<file path="config.mk">
export PLATFORM = sky130hd
export DESIGN_NAME = gsu_isqrt
export DESIGN_NICKNAME = d
export VERILOG_FILES = /design/src/hdl/gsu_pkg.sv /design/src/hdl/gsu_isqrt.sv
export SDC_FILE = /design/constraint.sdc
export NUM_CORES = 1
export LEC_CHECK = 0
export BUFFER_PORTS_ARGS = -buffer_cell sky130_fd_sc_hd__buf_2
export CORE_UTILIZATION = 55
export DETAILED_ROUTE_END_ITERATION = 8
export HOLD_SLACK_MARGIN = 0.03
export PLACE_DENSITY_LB_ADDON = 0.15
export SYNTH_ARGS = -nofsm -noshare
export SYNTH_HDL_FRONTEND = slang
export SYNTH_SLANG_ARGS = --single-unit
</file>
<file path="constraint.sdc">
create_clock -name clk_i -period 7.1 [get_ports clk_i]
set_input_delay 0 -clock clk_i [delete_from_list [all_inputs] [get_ports clk_i]]
set_output_delay 0 -clock clk_i [all_outputs]
set_load 0.005 [all_outputs]
</file>
<file path="src/hdl/gsu_pkg.sv">
// Shared types, constants and fixed-point helpers for the subspace update block.
package gsu_pkg;

  localparam int XW     = 16;  // Q4.12 sample and basis word
  localparam int ACCW   = 40;  // Q16.24 coefficient accumulator
  localparam int DW_D   = 32;  // Q28 direction element
  localparam int PRODW  = DW_D + XW;
  localparam int WIDEW  = 64;  // Headroom for saturating sums
  localparam int MAX_AW = 10;  // Row address field of the cell control
  localparam int MAX_CW = 6;   // Column field of the cell control

  localparam logic signed [WIDEW-1:0] SAT_HI = WIDEW'(2 ** (XW - 1) - 1);
  localparam logic signed [WIDEW-1:0] SAT_LO = ~SAT_HI;

  typedef enum logic [1:0] {
    OP_WRITE  = 2'd0,
    OP_SAMPLE = 2'd1,
    OP_READ   = 2'd2
  } op_e;

  typedef enum logic [1:0] {
    ST_READ     = 2'd0,
    ST_UPDATED  = 2'd1,
    ST_SKIPPED  = 2'd2
  } status_e;

  // Operand selection of the multiplier in every cell.
  typedef enum logic [1:0] {
    MS_RD_B = 2'd0,  // basis word times broadcast sample
    MS_RD_Y = 2'd1,  // basis word times own coefficient
    MS_Y_Y  = 2'd2,  // own coefficient squared
    MS_B_Y  = 2'd3   // broadcast direction times own coefficient
  } mul_sel_e;

  typedef struct packed {
    logic                     rd_en;
    logic [MAX_AW-1:0]        addr;
    logic                     host_wr;
    logic [MAX_CW-1:0]        col;
    logic signed [XW-1:0]     wdata;
    mul_sel_e                 mul_sel;
    logic signed [DW_D-1:0]   bdata;
    logic                     acc_en;
    logic                     y_load;
    logic                     div_start;
    logic                     wb_en;
  } cell_ctl_t;

  function automatic logic signed [XW-1:0] sat_xw(input logic signed [WIDEW-1:0] v);
    logic signed [XW-1:0] res;
    if (v > SAT_HI) begin
      res = SAT_HI[XW-1:0];
    end else if (v < SAT_LO) begin
      res = SAT_LO[XW-1:0];
    end else begin
      res = v[XW-1:0];
    end
    return res;
  endfunction

  // Q16.24 to Q4.12: divide by 4096, round half away from zero, saturate.
  function automatic logic signed [XW-1:0] rnd_q12(input logic signed [ACCW-1:0] v);
    logic [ACCW-1:0]        mag;
    logic [ACCW-1:0]        q;
    logic signed [WIDEW-1:0] s;
    mag = v[ACCW-1] ? ACCW'(-v) : ACCW'(v);
    q   = (mag + ACCW'(2048)) >> 12;
    s   = v[ACCW-1] ? -$signed(WIDEW'(q)) : $signed(WIDEW'(q));
    return sat_xw(s);
  endfunction

endpackage

</file>
<file path="src/hdl/gsu_isqrt.sv">
// Digit-by-digit floor square root, one result bit per cycle.
module gsu_isqrt import gsu_pkg::*; #(
  parameter int IW = 58
) (
  input  logic              clk_i,
  input  logic              rst_ni,
  input  logic              start_i,
  input  logic [IW-1:0]     arg_i,
  output logic              done_o,
  output logic [IW/2-1:0]   root_o
);

  localparam int RTW  = IW / 2;
  localparam int CNTW = $clog2(RTW + 1);

  logic [IW-1:0]    arg_q;
  logic [RTW+1:0]   rem_q;
  logic [RTW-1:0]   root_q;
  logic [CNTW-1:0]  cnt_q;
  logic             busy_q;
  logic             done_q;
  logic [RTW+1:0]   rem_sh;
  logic [RTW+1:0]   trial;
  logic             ge;

  assign rem_sh = {rem_q[RTW-1:0], arg_q[IW-1:IW-2]};
  assign trial  = {root_q, 2'b01};
  assign ge     = rem_sh >= trial;

  always_ff @(posedge clk_i or negedge rst_ni) begin
    if (!rst_ni) begin
      busy_q <= 1'b0;
      done_q <= 1'b0;
      cnt_q  <= '0;
    end else begin
      done_q <= 1'b0;
      if (start_i) begin
        busy_q <= 1'b1;
        cnt_q  <= CNTW'(RTW);
      end else if (busy_q) begin
        cnt_q <= cnt_q - CNTW'(1);
        if (cnt_q == CNTW'(1)) begin
          busy_q <= 1'b0;
          done_q <= 1'b1;
        end
      end
    end
  end

  always_ff @(posedge clk_i) begin
    if (start_i) begin
      arg_q  <= arg_i;
      rem_q  <= '0;
      root_q <= '0;
    end else if (busy_q) begin
      rem_q  <= ge ? rem_sh - trial : rem_sh;
      root_q <= {root_q[RTW-2:0], ge};
      arg_q  <= arg_q << 2;
    end
  end

  assign done_o = done_q;
  assign root_o = root_q;

endmodule

</file>
==> run metrics <==
CP max stage cell o21a_1; Initial Util 0.5750; initial drt markers 291; pwr dens around 370 nW/um2; core area 11660 um2; Critical Path RT 7.44 ns; I/O pin count 91; area leader, netlist edfxtp_1; Layout Cells excl Fill 958; setup violators final 0; Setup crit start root_o[14]$_SDFFE_PP0P_; final WL ~15 mm; final hold violations 0; fraction of registers with async set/reset 0.05691; max-slew violation count 0; mux cell area share after synthesis 0.1420; final period utilization 0.5126; Detail Placement HPWL 9.069 mm; # rows 39; Setup Skew 0.01055 ns; detailed-route via count 5417; Overflow after GRT 0; Yosys warnings 0; count of different cell masters after synthesis 55; layer with the highest usage met2; Nets around 900; Synth Area in Adders 0.06157; DP Area 7207 um2; met1 track demand over resource 0.3220; CP most frequent cell a21o_1; global-route wire length before repair about 26 mm; initial antenna violation count 0; met3 global-route usage 0.06317; worst skew pair latency 0.43 ns; synthesis-to-layout area growth 25.49%; Worst Tran Pin Value 1.122 ns; I/O Buffers 90; drc violations 0; crit path kind reg -> reg; vias per inst ~5.7; Worst Path Max Fanout 29; RePlAce Congestion about 0.86; Worst setup SP type register; relative slew slack 0.2522; leakage 0.003758 uW; Fmax between 200 and 300 MHz; Final ANT Viol Nets 0; Period minus WS final 3.639 ns; CP Cell Sequence inv_1, ha_1, a21o_1, a21o_1, a21o_1, a2111o_1, o221ai_2, o21a_1, mux2_2, a211oi_1; grt met2 use 0.4464; Max stage delay on crit path 0.90 ns; largest family of logic cells by synthesized area multiplexers; post-synthesis cell count approximately 670; syn_area_per_cell 10.07 um2; status finished clean; area of the mapped netlist ~6700 um2; crit path capture type register; Post-CTS Resized 0; placed cells 866; Setup Total Neg Slack 0 ns; die height 112.4 um; design area 8416 um2; worst vdd ir 0.0002424 V; share of the synthesized area in the top cell type 0.2597; CTS H-tree lvls 4; worst hold path class in -> reg; overall die width 112.4 um; number of global-route vias before repair between 5000 and 6000; largest cells by area after synthesis edfxtp_1 26%, dfxtp_1 17%, mux2_2 9.6%; syn_nets 760; Yosys reg bits 123; RSZ-0062 raised after global routing false; TritonCTS clock tree done; Top FF cell, synth edfxtp_1; Post-synth EDFFs 58; gr usage total 0.2648; die area 12640 um2; Longest Clk Path Bufs 2; Sink Count around 120; simple-gate share of the synthesized area 0.1216; Root Driver clkbuf_16; Synth Area in Compound Gates 0.1358; number of antenna diodes 0; iteration count of the initial detailed-routing pass 5; register area share after synthesis 0.4590; Max Cap Violations 0; reg2reg start root_o[14]$_SDFFE_PP0P_; Filler Cells Inserted 841; WP data arrival 3.98 ns; largest net degree at the start of global routing 67; layout cells sized above 1 0.2270; TritonCTS buffer count 17; WL/cell between 15 and 20 um; Hold Startpoint start_i; XOR/XNOR Fraction of Synth Area 0.03004; Clk pin slew, worst setup/hold paths about 0.06 ns
-- routing by layer --
metal  vias to the layer above  routed length (um)
met5                         -                   0
met4                         0                 413
met3                        41                 621
met2                       154                7496
met1                      2550                6811
li1                       2672                   -
-- sequential cells by signal, indices dropped and copies added, names as in the netlist --
register	flops
rem_q	29
root_o	29
busy_q	1
arg_q	58
cnt_q	5
done_o	1
-- placed cells by master, fill, tap and decap left out, types with 5 or more instances in the layout --
cell type / instances
mux2i_1: 31
clkbuf_16: 17
o21ai_0: 23
nand3_1: 10
dfxtp_1: 58
xor2_1: 6
nand2_1: 61
and3_1: 7
nor2_1: 66
a311oi_1: 21
nand4_1: 8
a211oi_1: 5
ha_1: 33
inv_1: 46
xnor2_1: 17
buf_2: 89
mux2_2: 57
edfxtp_1: 58
a21oi_1: 37
nor3_1: 9
dfrtp_1: 6
a21o_1: 15
dlygate4sd3_1: 60
-- final timing paths --
path                                          endpoint  cells after the start  slack (ns)
worst min-delay path            root_o[3]$_SDFFE_PP0P_                      2        0.05
min in group asynchronous             done_o$_DFF_PN0_                      3        0.56
worst max-delay path             rem_q[1]$_SDFFE_PP0P_                     10        3.46
max in group asynchronous             busy_q$_DFF_PN0_                      3        6.25
worst max register to register   rem_q[1]$_SDFFE_PP0P_                     10        3.46
worst min register to register   rem_q[0]$_SDFFE_PP0P_                      2        0.49
-- power by group --
part / leakage [uW] / internal [uW] / total, uW / switching [uW]
clock: 0.000293 / 585 / 906 / 321
combinational: 0.00230 / 564 / 1290 / 723
sequential: 0.00117 / 845 / 907 / 61.7
-- worst max-delay path: cells and delay by family (launching register included) --
family,cells,cell delay (ns)
buffers and inverters,1,0.06
muxes,1,0.42
adders and majority gates,1,0.36
AOI/OAI and AO/OA,7,2.35
DFF,1,0.36
-- synthesized netlist by cell type, types with 2 or more instances --
cell type,count
a32oi_1,2
buf_2,4
nand3_1,10
buf_1,7
o21a_1,3
o21bai_1,3
and3_1,7
nand4b_1,2
o211ai_1,4
nand2b_1,4
mux2_2,57
a21o_1,15
nor4_1,3
a41oi_1,2
nor3_1,9
buf_4,3
edfxtp_1,58
a21oi_1,37
clkbuf_1,21
dfxtp_1,58
and2_1,4
a21boi_0,2
inv_1,47
xor2_1,6
o21ai_0,23
or3_1,2
nand2_1,61
nor2_1,66
xnor2_1,17
a311oi_1,21
a211oi_1,5
a31oi_1,4
o31ai_1,2
ha_1,33
nand4_1,8
mux2i_1,31
dfrtp_1,7
-- area by class of cell --
type                       instances  area (um2)  area share
multi-input combinational        460        3297      0.3918
sequential                       123        3079      0.3659
timing repair buffer             153        1076      0.1279
clock buffer                      20       436.7     0.05189
tap                              143       178.9     0.02126
inverter                          47       176.4     0.02096
clock inverter                    12       171.4     0.02037
-- cell families after synthesis --
| kind of cell | after synthesis |
|---|---|
| AOI/OAI and AO/OA | 134 |
| xor gates and xnor gates | 23 |
| adders and majority gates | 33 |
| buffers and inverters | 83 |
| DFF | 123 |
| muxes | 88 |
| and+or+nand+nor | 182 |
-- through the flow --
| stage | power (uW) | worst slack (ns) | hold slack (ns) | utilization |
|---|---|---|---|---|
| 5_1_grt | 3308 | 3.190 | 0.08533 | 0.7216 |
| 2_1_floorplan | 1933 | 4.321 | -0.2956 | - |
| 3_5_place_dp | 2156 | 3.449 | -0.1529 | 0.6180 |
| 3_3_place_gp | 2126 | 3.556 | -0.1555 | 0.6180 |
| 4_1_cts | 3098 | 3.445 | 0.03405 | 0.7216 |
| 6_report | 3099 | 3.461 | 0.04810 | 0.7216 |
-- timing repair --
item	in CTS	in global routing
setup buffers	0	0
endpoints found under the hold margin	65	0
hold buffers	60	0
Power figures use the tool's default switching activity.
