<file path="src/hdl/gsu_pkg.sv">
// Shared types, constants and fixed-point helpers for the subspace update block.
package gsu_pkg;

  localparam int XW     = 16;  // Q4.12 sample and basis word
  localparam int ACCW   = 40;  // Q16.24 coefficient accumulator
  localparam int DW_D   = 32;  // Q28 direction element
  localparam int PRODW  = DW_D + XW;
  localparam int WIDEW  = 64;  // Headroom for saturating sums
  localparam int MAX_AW = 10;  // Row address field of the cell control
  localparam int MAX_CW = 6;   // Column field of the cell control

  localparam logic signed [WIDEW-1:0] SAT_HI = WIDEW'(2 ** (XW - 1) - 1);
  localparam logic signed [WIDEW-1:0] SAT_LO = ~SAT_HI;

  typedef enum logic [1:0] {
    OP_WRITE  = 2'd0,
    OP_SAMPLE = 2'd1,
    OP_READ   = 2'd2
  } op_e;

  typedef enum logic [1:0] {
    ST_READ     = 2'd0,
    ST_UPDATED  = 2'd1,
    ST_SKIPPED  = 2'd2
  } status_e;

  // Operand selection of the multiplier in every cell.
  typedef enum logic [1:0] {
    MS_RD_B = 2'd0,  // basis word times broadcast sample
    MS_RD_Y = 2'd1,  // basis word times own coefficient
    MS_Y_Y  = 2'd2,  // own coefficient squared
    MS_B_Y  = 2'd3   // broadcast direction times own coefficient
  } mul_sel_e;

  typedef struct packed {
    logic                     rd_en;
    logic [MAX_AW-1:0]        addr;
    logic                     host_wr;
    logic [MAX_CW-1:0]        col;
    logic signed [XW-1:0]     wdata;
    mul_sel_e                 mul_sel;
    logic signed [DW_D-1:0]   bdata;
    logic                     acc_en;
    logic                     y_load;
    logic                     div_start;
    logic                     wb_en;
  } cell_ctl_t;

  function automatic logic signed [XW-1:0] sat_xw(input logic signed [WIDEW-1:0] v);
    logic signed [XW-1:0] res;
    if (v > SAT_HI) begin
      res = SAT_HI[XW-1:0];
    end else if (v < SAT_LO) begin
      res = SAT_LO[XW-1:0];
    end else begin
      res = v[XW-1:0];
    end
    return res;
  endfunction

  // Q16.24 to Q4.12: divide by 4096, round half away from zero, saturate.
  function automatic logic signed [XW-1:0] rnd_q12(input logic signed [ACCW-1:0] v);
    logic [ACCW-1:0]        mag;
    logic [ACCW-1:0]        q;
    logic signed [WIDEW-1:0] s;
    mag = v[ACCW-1] ? ACCW'(-v) : ACCW'(v);
    q   = (mag + ACCW'(2048)) >> 12;
    s   = v[ACCW-1] ? -$signed(WIDEW'(q)) : $signed(WIDEW'(q));
    return sat_xw(s);
  endfunction

endpackage

</file>
<file path="src/hdl/gsu_div.sv">
// Restoring divider with round-half-away-from-zero, one quotient bit per cycle.
module gsu_div import gsu_pkg::*; #(
  parameter int NW = 48,
  parameter int DW = 38
) (
  input  logic                 clk_i,
  input  logic                 rst_ni,
  input  logic                 start_i,
  input  logic signed [NW-1:0] num_i,
  input  logic [DW-1:0]        den_i,
  output logic                 done_o,
  output logic signed [NW:0]   quo_o
);

  localparam int CNTW = $clog2(NW + 2);

  logic [NW:0]      dvd_q;
  logic [DW-1:0]    rem_q;
  logic [DW-1:0]    den_q;
  logic             neg_q;
  logic [CNTW-1:0]  cnt_q;
  logic             busy_q;
  logic             done_q;
  logic [NW-1:0]    mag;
  logic [DW:0]      rem_sh;
  logic             ge;

  assign mag    = num_i[NW-1] ? NW'(-num_i) : NW'(num_i);
  assign rem_sh = {rem_q, dvd_q[NW]};
  assign ge     = rem_sh >= {1'b0, den_q};

  always_ff @(posedge clk_i or negedge rst_ni) begin
    if (!rst_ni) begin
      busy_q <= 1'b0;
      done_q <= 1'b0;
      cnt_q  <= '0;
    end else begin
      done_q <= 1'b0;
      if (start_i) begin
        busy_q <= 1'b1;
        cnt_q  <= CNTW'(NW + 1);
      end else if (busy_q) begin
        cnt_q <= cnt_q - CNTW'(1);
        if (cnt_q == CNTW'(1)) begin
          busy_q <= 1'b0;
          done_q <= 1'b1;
        end
      end
    end
  end

  // The half-divisor bias is added before the division to round the magnitude.
  always_ff @(posedge clk_i) begin
    if (start_i) begin
      dvd_q <= {1'b0, mag} + (NW + 1)'(den_i >> 1);
      rem_q <= '0;
      den_q <= den_i;
      neg_q <= num_i[NW-1];
    end else if (busy_q) begin
      rem_q <= ge ? DW'(rem_sh - {1'b0, den_q}) : rem_sh[DW-1:0];
      dvd_q <= {dvd_q[NW-1:0], ge};
    end
  end

  assign done_o = done_q;
  assign quo_o  = neg_q ? -$signed(dvd_q) : $signed(dvd_q);

endmodule

</file>
<file path="config.mk">
export PLATFORM = sky130hd
export DESIGN_NAME = gsu_div
export DESIGN_NICKNAME = d
export VERILOG_FILES = /design/src/hdl/gsu_pkg.sv /design/src/hdl/gsu_div.sv
export SDC_FILE = /design/constraint.sdc
export NUM_CORES = 1
export LEC_CHECK = 0
export BUFFER_PORTS_ARGS = -buffer_cell sky130_fd_sc_hd__buf_2
export CORE_AREA = 5 5 160 162
export CTS_BUF_LIST = sky130_fd_sc_hd__clkbuf_16
export CTS_CLUSTER_SIZE = 24
export DETAILED_ROUTE_END_ITERATION = 8
export DIE_AREA = 0 0 165 167
export GPL_TIMING_DRIVEN = 0
export PLACE_DENSITY = 0.7
export RECOVER_POWER = 25
export SLEW_MARGIN = 20
export SYNTH_ARGS = -nofsm -noshare
export SYNTH_HDL_FRONTEND = slang
export SYNTH_SLANG_ARGS = --single-unit
</file>
<file path="constraint.sdc">
create_clock -name clk_i -period 5.15 [get_ports clk_i]
set_input_delay 1.03 -clock clk_i [delete_from_list [all_inputs] [get_ports clk_i]]
set_output_delay 1.03 -clock clk_i [all_outputs]
set_load 0.01 [all_outputs]
</file>
==> reports/metrics.yaml <==
run_status:
  status: "finished with violations"
  violations: "setup timing"
placement:
  gp_routability_congestion: 0.9481
  place_hpwl_um: 28850
  portBuffers: 138
  dpl.cell_count: 1816
critical_path:
  critPathCaptureType: "flop"
  path_class: "in2reg"
  cp_max_fo: 6
  critPathRequiredTime_ns: 5.33
  cp.arrival_ns: 5.46
  reg2reg_depth: 14
  crit_path_start_kind: "primary input"
  regToRegSetupSlack_ns: 1.20
logic_synthesis:
  syn_avg_cell_area_um2: 8.754
  synth-edff-count: 88
  synth-async-reset-ratio_pct: 5.970
  synth_fp_nets: 1531
  yosys_register_bits: 134
  yosys_warnings: 0
  syn_inst: 1353
  synthFlopType: "edfxtp_1"
  seq_area_frac_synth_pct: 30.42
  syn_area_mm2: 0.01184
  ys_types: 83
die:
  die_area_mm2: 0.02756
  rows: 57
  start_util_pct: 49.43
  boundaryPins: 139
  coreArea_mm2: 0.02396
  die_h_um: 167
  die_x_um: 165
timing:
  whs_ns: 0.4808
  rsz0062_at_grt: "true"
  finalCritPeriodShare_pct: 102.5
  setup_viol: 9
  fin_ws_ns: -0.1288
  final-hold-violation-count: 0
  finalMaxSlewViolations: 0
  timing.fmax_mhz: 189.4
  max_slew_margin_pct: 29.36
  worst_slew_pin_slew_ns: 1.060
  period_minus_slack_ns: 5.279
  fin_skew_ns: 0.01158
drt:
  vias: 11260
  wl_um: 37760
  drtIter0Drc: 1104
  viasPerCell: 6.036
  drtPass1Iterations: 5
  drtAntennaViolNets: 0
  wl_per_cell_um: 20.25
  post-route-drc-count: 0
clock_network:
  cts_buffer_depth: 2
  cts_tree: "yes"
  cts_max_level: 4
  clock_latency_ns: 0.43
  numCtsBuffers: 17
  clkTransAtPathRegs_ns: 0.07
  cts_hold_buf: 0
  cts_root_buf: "clkbuf_16"
  clock_sink_count: 134
finish:
  mostFrequentLayoutCells: "122 x nand2_1, 117 x xnor2_1, 102 x buf_2, 89 x o21ai_0, 88 x edfxtp_1"
  drive_gt1_share_pct: 17.08
  fill_cells: 2226
  syn_to_final_growth_pct: 17.56
  fin_cells: 1865
  layout_commonest_cell: "nand2_1"
  final_nets: 1705
global_routing:
  overflow: 0
  grt_pass1_vias: 10670
  grt_usage_pct: 26.76
  antenna_found_initial: 5
  grt_pass1_wl_um: 58190
  grt_start_max_net_pins: 45
power_and_ir_drop:
  p_total_mw: 4.022
  power.density_mw_per_mm2: 288.8
  irDropWorstVdd_mv: 0.2215
  p_leak_nw: 5.774
hold_path:
  min_path_cells: 2
  hold_class: "reg2reg"
flow_run:
  cap_viol_max_count: 0
## synthesized netlist by cell type, drive strengths merged, types with 4 or more instances
master | n | area share (%)
a32oi | 7 | 0.52
xnor2 | 121 | 8.9
a21oi | 84 | 3.5
a21o | 53 | 3.4
or2 | 8 | 0.42
nor3 | 22 | 0.97
o21bai | 15 | 0.95
or3 | 18 | 0.95
a211oi | 13 | 0.87
dfxtp | 38 | 6.4
nor4 | 9 | 0.86
nand2b | 11 | 0.58
ha | 87 | 9.2
o211ai | 11 | 0.70
buf | 11 | 0.41
and3 | 15 | 0.79
or4 | 14 | 0.95
nand3 | 29 | 1.2
a221oi | 5 | 0.37
edfxtp | 88 | 22
o31ai | 31 | 2.0
a31oi | 20 | 1.1
clkbuf | 42 | 1.3
o21ai | 98 | 4.1
nor2b | 9 | 0.48
nand2 | 122 | 3.9
a21boi | 6 | 0.38
dfrtp | 8 | 1.7
o311ai | 4 | 0.30
o41ai | 13 | 1.1
xor2 | 37 | 2.8
and4 | 9 | 0.70
mux2 | 30 | 2.9
nor2 | 81 | 2.6
o21a | 9 | 0.57
a221o | 5 | 0.42
a311oi | 15 | 1.1
and2 | 9 | 0.48
mux2i | 13 | 1.1
nand4 | 14 | 0.92
inv | 77 | 2.4
## flip-flops by register name (all words and copies together), names as in the netlist
signal,flops
dvd_q,49
den_q,38
rem_q,38
cnt_q,6
busy_q,1
done_o,1
neg_q,1
## final timing paths
| kind | to | startpoint |
|---|---|---|
| min in group asynchronous | done_o | rst_ni |
| setup reg to reg | dvd_q[0] | dvd_q[48] |
| hold reg to reg | rem_q[7] | rem_q[7] |
| setup / recovery | dvd_q[42] | num_i[0] |
| hold / removal | rem_q[7] | rem_q[7] |
| max in group asynchronous | cnt_q[2] | rst_ni |
## metrics by stage
stage          cell area, um^2  util [%]  TNS (ns)  worst slack (ns)
2_1_floorplan            11930         -   -0.5003           -0.2213
3_3_place_gp             13030     54.36    -37.50            -1.569
3_5_place_dp             13050     54.44    -38.84            -1.627
4_1_cts                  13680     57.07   -0.1040          -0.05352
5_1_grt                  13920     58.09    -2.704           -0.2713
6_report                 13920     58.10   -0.7167           -0.1288
## kinds of logic after synthesis
| logic type | after synthesis | share of synthesized area (%) |
|---|---|---|
| compound gates | 416 | 23.45 |
| simple gates | 381 | 16.60 |
| xor+xnor | 158 | 11.75 |
| flops | 134 | 30.42 |
| buf+inv | 132 | 4.300 |
| fa+ha+maj | 89 | 9.529 |
| mux | 43 | 3.951 |
## worst max-delay path, stage by stage
cell and delay (ns):
buf_8 0.10, inv_4 0.05, ha_4 0.13, nand2b_4 0.07, nor4b_4 0.31, inv_1 0.11, or2_4 0.27, or4_4 0.56
o31ai_2 0.27, xnor2_1 0.16, ha_2 0.35, and3_4 0.20, a221o_1 0.35, a21oi_2 0.15, a21oi_2 0.04, a21oi_2 0.15
o21ai_2 0.11, a41o_1 0.29, buf_6 0.15, o211ai_1 0.33, a21o_1 0.19, nand3_2 0.08
## where the power goes
part / total [mW] / leakage (nW) / switching [mW] / internal (mW)
Clock: 1.14 / 0.279 / 0.505 / 0.630
Combinational: 1.38 / 4.19 / 0.771 / 0.613
Sequential: 1.50 / 1.30 / 0.169 / 1.33
Total: 4.02 / 5.77 / 1.44 / 2.58
## area by class of cell
cell class / instances / area, um^2 / area share (%)
antenna: 1 / 2.502 / 0.01797
buffer: 53 / 232.7 / 1.671
clock buffer: 18 / 450.4 / 3.235
clock inverter: 14 / 68.82 / 0.4942
inverter: 78 / 307.8 / 2.211
multi-input combinational: 1087 / 8036 / 57.72
sequential: 134 / 3603 / 25.88
tap: 324 / 405.4 / 2.912
timing repair buffer: 156 / 815.8 / 5.859
## metal layers
| metal | share of wire, % | up-vias | global-route usage, % | wire length (um) |
|---|---|---|---|---|
| met1 | 43 | 5316 | 37.25 | 16340 |
| met4 | 3.5 | 8 | 9.512 | 1316 |
| met5 | 0.10 | - | 0 | 39 |
| met2 | 46 | 467 | 41.85 | 17400 |
| met3 | 7.1 | 94 | 4.523 | 2665 |
| li1 | - | 5373 | - | - |
## repair_timing
item / CTS / global route
buffers inserted: 6 / 11
setup endpoints to repair: 35 / 19
pin swaps: 4 / 32
resized for setup: 15 / 50
Note: power is estimated with default switching activity, not from simulation.
