[src/hdl/gsu_pkg.sv]
// Shared types, constants and fixed-point helpers for the subspace update block.
package gsu_pkg;

  localparam int XW     = 16;  // Q4.12 sample and basis word
  localparam int ACCW   = 40;  // Q16.24 coefficient accumulator
  localparam int DW_D   = 32;  // Q28 direction element
  localparam int PRODW  = DW_D + XW;
  localparam int WIDEW  = 64;  // Headroom for saturating sums
  localparam int MAX_AW = 10;  // Row address field of the cell control
  localparam int MAX_CW = 6;   // Column field of the cell control

  localparam logic signed [WIDEW-1:0] SAT_HI = WIDEW'(2 ** (XW - 1) - 1);
  localparam logic signed [WIDEW-1:0] SAT_LO = ~SAT_HI;

  typedef enum logic [1:0] {
    OP_WRITE  = 2'd0,
    OP_SAMPLE = 2'd1,
    OP_READ   = 2'd2
  } op_e;

  typedef enum logic [1:0] {
    ST_READ     = 2'd0,
    ST_UPDATED  = 2'd1,
    ST_SKIPPED  = 2'd2
  } status_e;

  // Operand selection of the multiplier in every cell.
  typedef enum logic [1:0] {
    MS_RD_B = 2'd0,  // basis word times broadcast sample
    MS_RD_Y = 2'd1,  // basis word times own coefficient
    MS_Y_Y  = 2'd2,  // own coefficient squared
    MS_B_Y  = 2'd3   // broadcast direction times own coefficient
  } mul_sel_e;

  typedef struct packed {
    logic                     rd_en;
    logic [MAX_AW-1:0]        addr;
    logic                     host_wr;
    logic [MAX_CW-1:0]        col;
    logic signed [XW-1:0]     wdata;
    mul_sel_e                 mul_sel;
    logic signed [DW_D-1:0]   bdata;
    logic                     acc_en;
    logic                     y_load;
    logic                     div_start;
    logic                     wb_en;
  } cell_ctl_t;

  function automatic logic signed [XW-1:0] sat_xw(input logic signed [WIDEW-1:0] v);
    logic signed [XW-1:0] res;
    if (v > SAT_HI) begin
      res = SAT_HI[XW-1:0];
    end else if (v < SAT_LO) begin
      res = SAT_LO[XW-1:0];
    end else begin
      res = v[XW-1:0];
    end
    return res;
  endfunction

  // Q16.24 to Q4.12: divide by 4096, round half away from zero, saturate.
  function automatic logic signed [XW-1:0] rnd_q12(input logic signed [ACCW-1:0] v);
    logic [ACCW-1:0]        mag;
    logic [ACCW-1:0]        q;
    logic signed [WIDEW-1:0] s;
    mag = v[ACCW-1] ? ACCW'(-v) : ACCW'(v);
    q   = (mag + ACCW'(2048)) >> 12;
    s   = v[ACCW-1] ? -$signed(WIDEW'(q)) : $signed(WIDEW'(q));
    return sat_xw(s);
  endfunction

endpackage

[src/hdl/gsu_div.sv]
// Restoring divider with round-half-away-from-zero, one quotient bit per cycle.
module gsu_div import gsu_pkg::*; #(
  parameter int NW = 48,
  parameter int DW = 38
) (
  input  logic                 clk_i,
  input  logic                 rst_ni,
  input  logic                 start_i,
  input  logic signed [NW-1:0] num_i,
  input  logic [DW-1:0]        den_i,
  output logic                 done_o,
  output logic signed [NW:0]   quo_o
);

  localparam int CNTW = $clog2(NW + 2);

  logic [NW:0]      dvd_q;
  logic [DW-1:0]    rem_q;
  logic [DW-1:0]    den_q;
  logic             neg_q;
  logic [CNTW-1:0]  cnt_q;
  logic             busy_q;
  logic             done_q;
  logic [NW-1:0]    mag;
  logic [DW:0]      rem_sh;
  logic             ge;

  assign mag    = num_i[NW-1] ? NW'(-num_i) : NW'(num_i);
  assign rem_sh = {rem_q, dvd_q[NW]};
  assign ge     = rem_sh >= {1'b0, den_q};

  always_ff @(posedge clk_i or negedge rst_ni) begin
    if (!rst_ni) begin
      busy_q <= 1'b0;
      done_q <= 1'b0;
      cnt_q  <= '0;
    end else begin
      done_q <= 1'b0;
      if (start_i) begin
        busy_q <= 1'b1;
        cnt_q  <= CNTW'(NW + 1);
      end else if (busy_q) begin
        cnt_q <= cnt_q - CNTW'(1);
        if (cnt_q == CNTW'(1)) begin
          busy_q <= 1'b0;
          done_q <= 1'b1;
        end
      end
    end
  end

  // The half-divisor bias is added before the division to round the magnitude.
  always_ff @(posedge clk_i) begin
    if (start_i) begin
      dvd_q <= {1'b0, mag} + (NW + 1)'(den_i >> 1);
      rem_q <= '0;
      den_q <= den_i;
      neg_q <= num_i[NW-1];
    end else if (busy_q) begin
      rem_q <= ge ? DW'(rem_sh - {1'b0, den_q}) : rem_sh[DW-1:0];
      dvd_q <= {dvd_q[NW-1:0], ge};
    end
  end

  assign done_o = done_q;
  assign quo_o  = neg_q ? -$signed(dvd_q) : $signed(dvd_q);

endmodule

[src/hdl/gsu_cell.sv]
// One basis column: its memory, accumulator, coefficient, multiplier and divider.
module gsu_cell import gsu_pkg::*; #(
  parameter int VEC_DIM = 64,
  parameter int J       = 0,
  parameter int CHW     = 36,
  parameter int DENW    = 37
) (
  input  logic                  clk_i,
  input  logic                  rst_ni,
  input  cell_ctl_t             ctl_i,
  input  logic [DENW-1:0]       den_i,
  input  logic signed [CHW-1:0] chain_i,
  output logic signed [CHW-1:0] chain_o,
  output logic signed [XW-1:0]  rdata_o,
  output logic                  done_o
);

  localparam int AW = $clog2(VEC_DIM);

  logic signed [XW-1:0]    mem_q [VEC_DIM];
  logic signed [XW-1:0]    rd_q;
  logic signed [XW-1:0]    y_q;
  logic signed [ACCW-1:0]  acc_q;
  logic signed [PRODW-1:0] prod_q;
  logic signed [CHW-1:0]   chain_q;
  logic [AW-1:0]           addr;
  logic                    sel;
  logic signed [DW_D-1:0]  mul_a;
  logic signed [XW-1:0]    mul_b;
  logic signed [ACCW:0]    acc_sum;
  logic signed [PRODW:0]   quo;
  logic signed [XW-1:0]    wb_val;

  assign addr = ctl_i.addr[AW-1:0];
  assign sel  = ctl_i.col == MAX_CW'(J);

  always_ff @(posedge clk_i) begin
    if (ctl_i.host_wr && sel) begin
      mem_q[addr] <= ctl_i.wdata;
    end else if (ctl_i.wb_en) begin
      mem_q[addr] <= wb_val;
    end
    if (ctl_i.rd_en) begin
      rd_q <= mem_q[addr];
    end
  end

  always_comb begin
    case (ctl_i.mul_sel)
      MS_RD_B: begin
        mul_a = DW_D'(rd_q);
        mul_b = ctl_i.bdata[XW-1:0];
      end
      MS_RD_Y: begin
        mul_a = DW_D'(rd_q);
        mul_b = y_q;
      end
      MS_Y_Y: begin
        mul_a = DW_D'(y_q);
        mul_b = y_q;
      end
      default: begin
        mul_a = ctl_i.bdata;
        mul_b = y_q;
      end
    endcase
  end

  // Products of two Q4.12 words fit 32 bits; only the direction product is wider.
  assign acc_sum = (ACCW + 1)'(acc_q) + (ACCW + 1)'($signed(prod_q[DW_D-1:0]));

  always_ff @(posedge clk_i) begin
    prod_q  <= mul_a * mul_b;
    chain_q <= chain_i + CHW'($signed(prod_q[DW_D-1:0]));
    if (ctl_i.y_load) begin
      y_q <= rnd_q12(acc_q);
    end
  end

  always_ff @(posedge clk_i or negedge rst_ni) begin
    if (!rst_ni) begin
      acc_q <= '0;
    end else if (ctl_i.y_load) begin
      acc_q <= '0;
    end else if (ctl_i.acc_en) begin
      if (acc_sum[ACCW] != acc_sum[ACCW-1]) begin
        acc_q <= {acc_sum[ACCW], {(ACCW - 1){~acc_sum[ACCW]}}};
      end else begin
        acc_q <= acc_sum[ACCW-1:0];
      end
    end
  end

  gsu_div #(
    .NW (PRODW),
    .DW (DENW)
  ) u_div (
    .clk_i   (clk_i),
    .rst_ni  (rst_ni),
    .start_i (ctl_i.div_start),
    .num_i   (prod_q),
    .den_i   (den_i),
    .done_o  (done_o),
    .quo_o   (quo)
  );

  assign wb_val  = sat_xw(WIDEW'(rd_q) + WIDEW'(quo));
  assign chain_o = chain_q;
  assign rdata_o = rd_q;

endmodule
[config.mk]
export PLATFORM = sky130hd
export DESIGN_NAME = gsu_cell
export DESIGN_NICKNAME = d
export VERILOG_FILES = /design/src/hdl/gsu_pkg.sv /design/src/hdl/gsu_div.sv /design/src/hdl/gsu_cell.sv
export SDC_FILE = /design/constraint.sdc
export NUM_CORES = 2
export LEC_CHECK = 0
export BUFFER_PORTS_ARGS = -buffer_cell sky130_fd_sc_hd__buf_2
export CORE_UTILIZATION = 30
export CTS_BUF_LIST = sky130_fd_sc_hd__clkbuf_8
export DETAILED_ROUTE_END_ITERATION = 8
export PLACE_DENSITY = 0.48
export SETUP_SLACK_MARGIN = 0.15
export SYNTH_ARGS = -nofsm -noshare
export SYNTH_HDL_FRONTEND = slang
export SYNTH_HIERARCHICAL = 1
export SYNTH_SLANG_ARGS = --single-unit
[constraint.sdc]
create_clock -name clk_i -period 14.8 [get_ports clk_i]
set_clock_uncertainty 0.05 [all_clocks]
set_input_delay 1.48 -clock clk_i [delete_from_list [all_inputs] [get_ports clk_i]]
set_output_delay 1.48 -clock clk_i [all_outputs]
set_load 0.01 [all_outputs]
==> flow_metrics.env <==
export IMPL_maxCapViolations=0
export IMPL_fmax_mhz=91.43
export IMPL_maxSlewHeadroom_pct=10.47
export IMPL_synthAdderAreaFrac_pct=17.10
export IMPL_setup_tns_final_ps=0
export IMPL_synthMuxAreaShare_pct=1.105
export IMPL_synth_top_cell_area_share_pct=42.26
export IMPL_synth_xor_area_share_pct=3.811
export IMPL_synth_flop_cell="edfxtp_1"
export IMPL_cp_slowest_stage_delay_ps=1200
export IMPL_rsz0062_at_grt="false"
export IMPL_place_congestion=0.9486
export IMPL_cts_root_buffer="clkbuf_8"
export IMPL_grt_pass1_vias=59710
export IMPL_synth_compound_area_share_pct=16.18
export IMPL_hold_path_depth=2
export IMPL_clock_path_buffers=4
export IMPL_path_clk_slew_ps=70
export IMPL_h_tree_depth=4
export IMPL_totalWireLength_um=278200
export IMPL_slowest_stage="o21ai_1"
export IMPL_path_buf_inv=5
export IMPL_finalSetupViolations=0
export IMPL_overflow=0
export IMPL_cts_hold_fix_buffers=0
export IMPL_synth_edf_count=1143
export IMPL_grt_first_pass_wirelength_um=404900
export IMPL_track_usage_pct=19.99
export IMPL_syn_num_nets=8162
export IMPL_fin_ws_ps=3863
export IMPL_antenna_found_initial=16
export IMPL_dp_slack_ps=3038
export IMPL_ys_top_cells_by_count="edfxtp_1 (1143), inv_1 (689), nor2_1 (603)"
export IMPL_row_count=190
export IMPL_ys_types=100
export IMPL_ant_nets=0
export IMPL_cp_common_cell="fa_1"
export IMPL_timing_rr_start="rdata_o[15]"
export IMPL_ys_seq_area_share_pct=46.72
export IMPL_die_w_um=522.3
export IMPL_via_count=59860
export IMPL_required_ps=15580
export IMPL_coreArea_mm2=0.2686
export IMPL_post_cts_resize_count=0
export IMPL_period_minus_slack_ps=10940
export IMPL_crit_type="input pin to register"
export IMPL_synthSimpleGateAreaFrac_pct=10.29
export IMPL_reg2reg_to="prod_q[45]"
export IMPL_startpoint="ctl_i[37]"
export IMPL_die_h_um=522.3
export IMPL_dp_hpwl_um=190900
export IMPL_synth_most_common_cell="edfxtp_1"
export IMPL_grt_max_degree=96
export IMPL_min_from="u_div/rem_q[8]"
export IMPL_hp_class="register to register"
export IMPL_ioPinCount=200
export IMPL_via_per_inst=5.347
export IMPL_synth_area_per_cell_um2=11.28
export IMPL_synth_top_family_by_area="adder cells"
export IMPL_dr_pass1_iters=5
export IMPL_drive_gt1_share_pct=10.70
export IMPL_start_util_pct=30.23
export IMPL_wl_per_cell_um=24.85
export IMPL_async_reset_ff_share_pct=3.659
export IMPL_synthToLayoutAreaGrowth_pct=12.50
export IMPL_syn_area_mm2=0.08122
export IMPL_cts_buffers=230
export IMPL_insertion_delay_ps=1020
export IMPL_yosys_area_top_type="edfxtp_1"
export IMPL_worst_r2r_path_depth=26
export IMPL_hold_viol=0
export IMPL_path_delay_family="compound AO/OA/AOI/OAI gates"
export IMPL_die_area_mm2=0.2728
export IMPL_nNetsFinal=8428
export IMPL_tightest_slew_ps=1343
export IMPL_reg2reg_slack_ps=4310
export IMPL_status="finished, final reports clean"
export IMPL_synth_seq_cells=1312
export IMPL_yosys_warnings=6
export IMPL_start_kind="input pin"
export IMPL_crit_arrival_ps=11720
export IMPL_hold_end="u_div/rem_q[9]"
export IMPL_period_share_pct=73.90
export IMPL_post_route_drc_count=0
export IMPL_synthTopCellsByArea="edfxtp_1 (42%), fa_1 (12%), ha_1 (5.0%)"
export IMPL_crit_fanout=48
export IMPL_postCtsSetupRepairBufs=0
export IMPL_endpoint_kind="register"
export IMPL_syn_inst=7200
export IMPL_maxSlewViolCount=0
export IMPL_cts_sinks=1312
export IMPL_cts_tree="built"
export IMPL_initialDrtViolationCount=4937
export IMPL_io_buffers=195
==> tightest hold or removal path, stage by stage (launching register included) <==
cell and delay (ps):
dfxtp_1 330, nand2_1 60, a311oi_1 80
==> registers in the layout (all words and copies together) (netlist names) <==
signal and count:
mem_q 1024, acc_q 40, y_q 16, u_div/done_o 1, u_div/dvd_q 49, rdata_o 16
u_div/neg_q 1, u_div/cnt_q 6, chain_o 36, u_div/den_q 37, prod_q 48, u_div/rem_q 37
u_div/busy_q 1
==> cells in the final DEF (no fill, tap or decap), drive strengths merged, types with 116 or more instances in the layout <==
cell,instances
clkbuf,246
fa,492
dfxtp,121
a21o,124
ha,323
nor2,603
a22oi,301
inv,770
a21oi,274
nand2,537
edfxtp,1143
xnor2,254
o21ai,223
a31oi,134
a221oi,116
buf,373
==> logic make-up after synthesis <==
| group | after synthesis |
|---|---|
| AOI/OAI and AO/OA | 1827 |
| xor gates and xnor gates | 351 |
| adders and majority gates | 815 |
| buffers and inverters | 1029 |
| DFF | 1312 |
| muxes | 84 |
| and+or+nand+nor | 1782 |
==> how the worst max path moves through the flow <==
stage                       to  slack (ps)  cells past startpoint
global placement    prod_q[45]        3050                     25
floorplan           prod_q[45]        4600                     28
detailed placement  prod_q[45]        3040                     27
CTS                 prod_q[45]        4010                     27
finish              prod_q[45]        3860                     27
global route        prod_q[45]        3230                     27
==> metrics by stage <==
step                      cells  util, %  hold WS (ps)  area, µm²
after global routing      11190    34.01         439.3      91360
after global placement    10790    32.46         430.5      87190
after detailed placement  10790    32.46         434.0      87190
final                     11200    34.01         396.4      91370
after floorplan            7200        -         408.7      81220
after CTS                 11190    34.01         436.5      91350
==> area by class of cell <==
cell class | instances | area, µm²
clock inverter | 157 | 778.2
multi-input combinational | 4859 | 39830
tap | 3552 | 4444
antenna | 7 | 17.52
inverter | 690 | 2590
clock buffer | 246 | 3386
fill | 27030 | 177300
timing repair buffer | 373 | 2377
sequential | 1312 | 37950
==> per-layer routing <==
metal / part of all wire (%) / vias up / global-route usage (%)
met3: 5.8 / 420 / 2.849
met2: 47 / 1923 / 32.57
met5: 0 / - / 0
met4: 4.5 / 0 / 8.128
met1: 43 / 30520 / 26.60
li1: - / 27000 / -
Power is not shown: default switching activity piles up to over one toggle a cycle in this logic, so the estimate is an artifact.
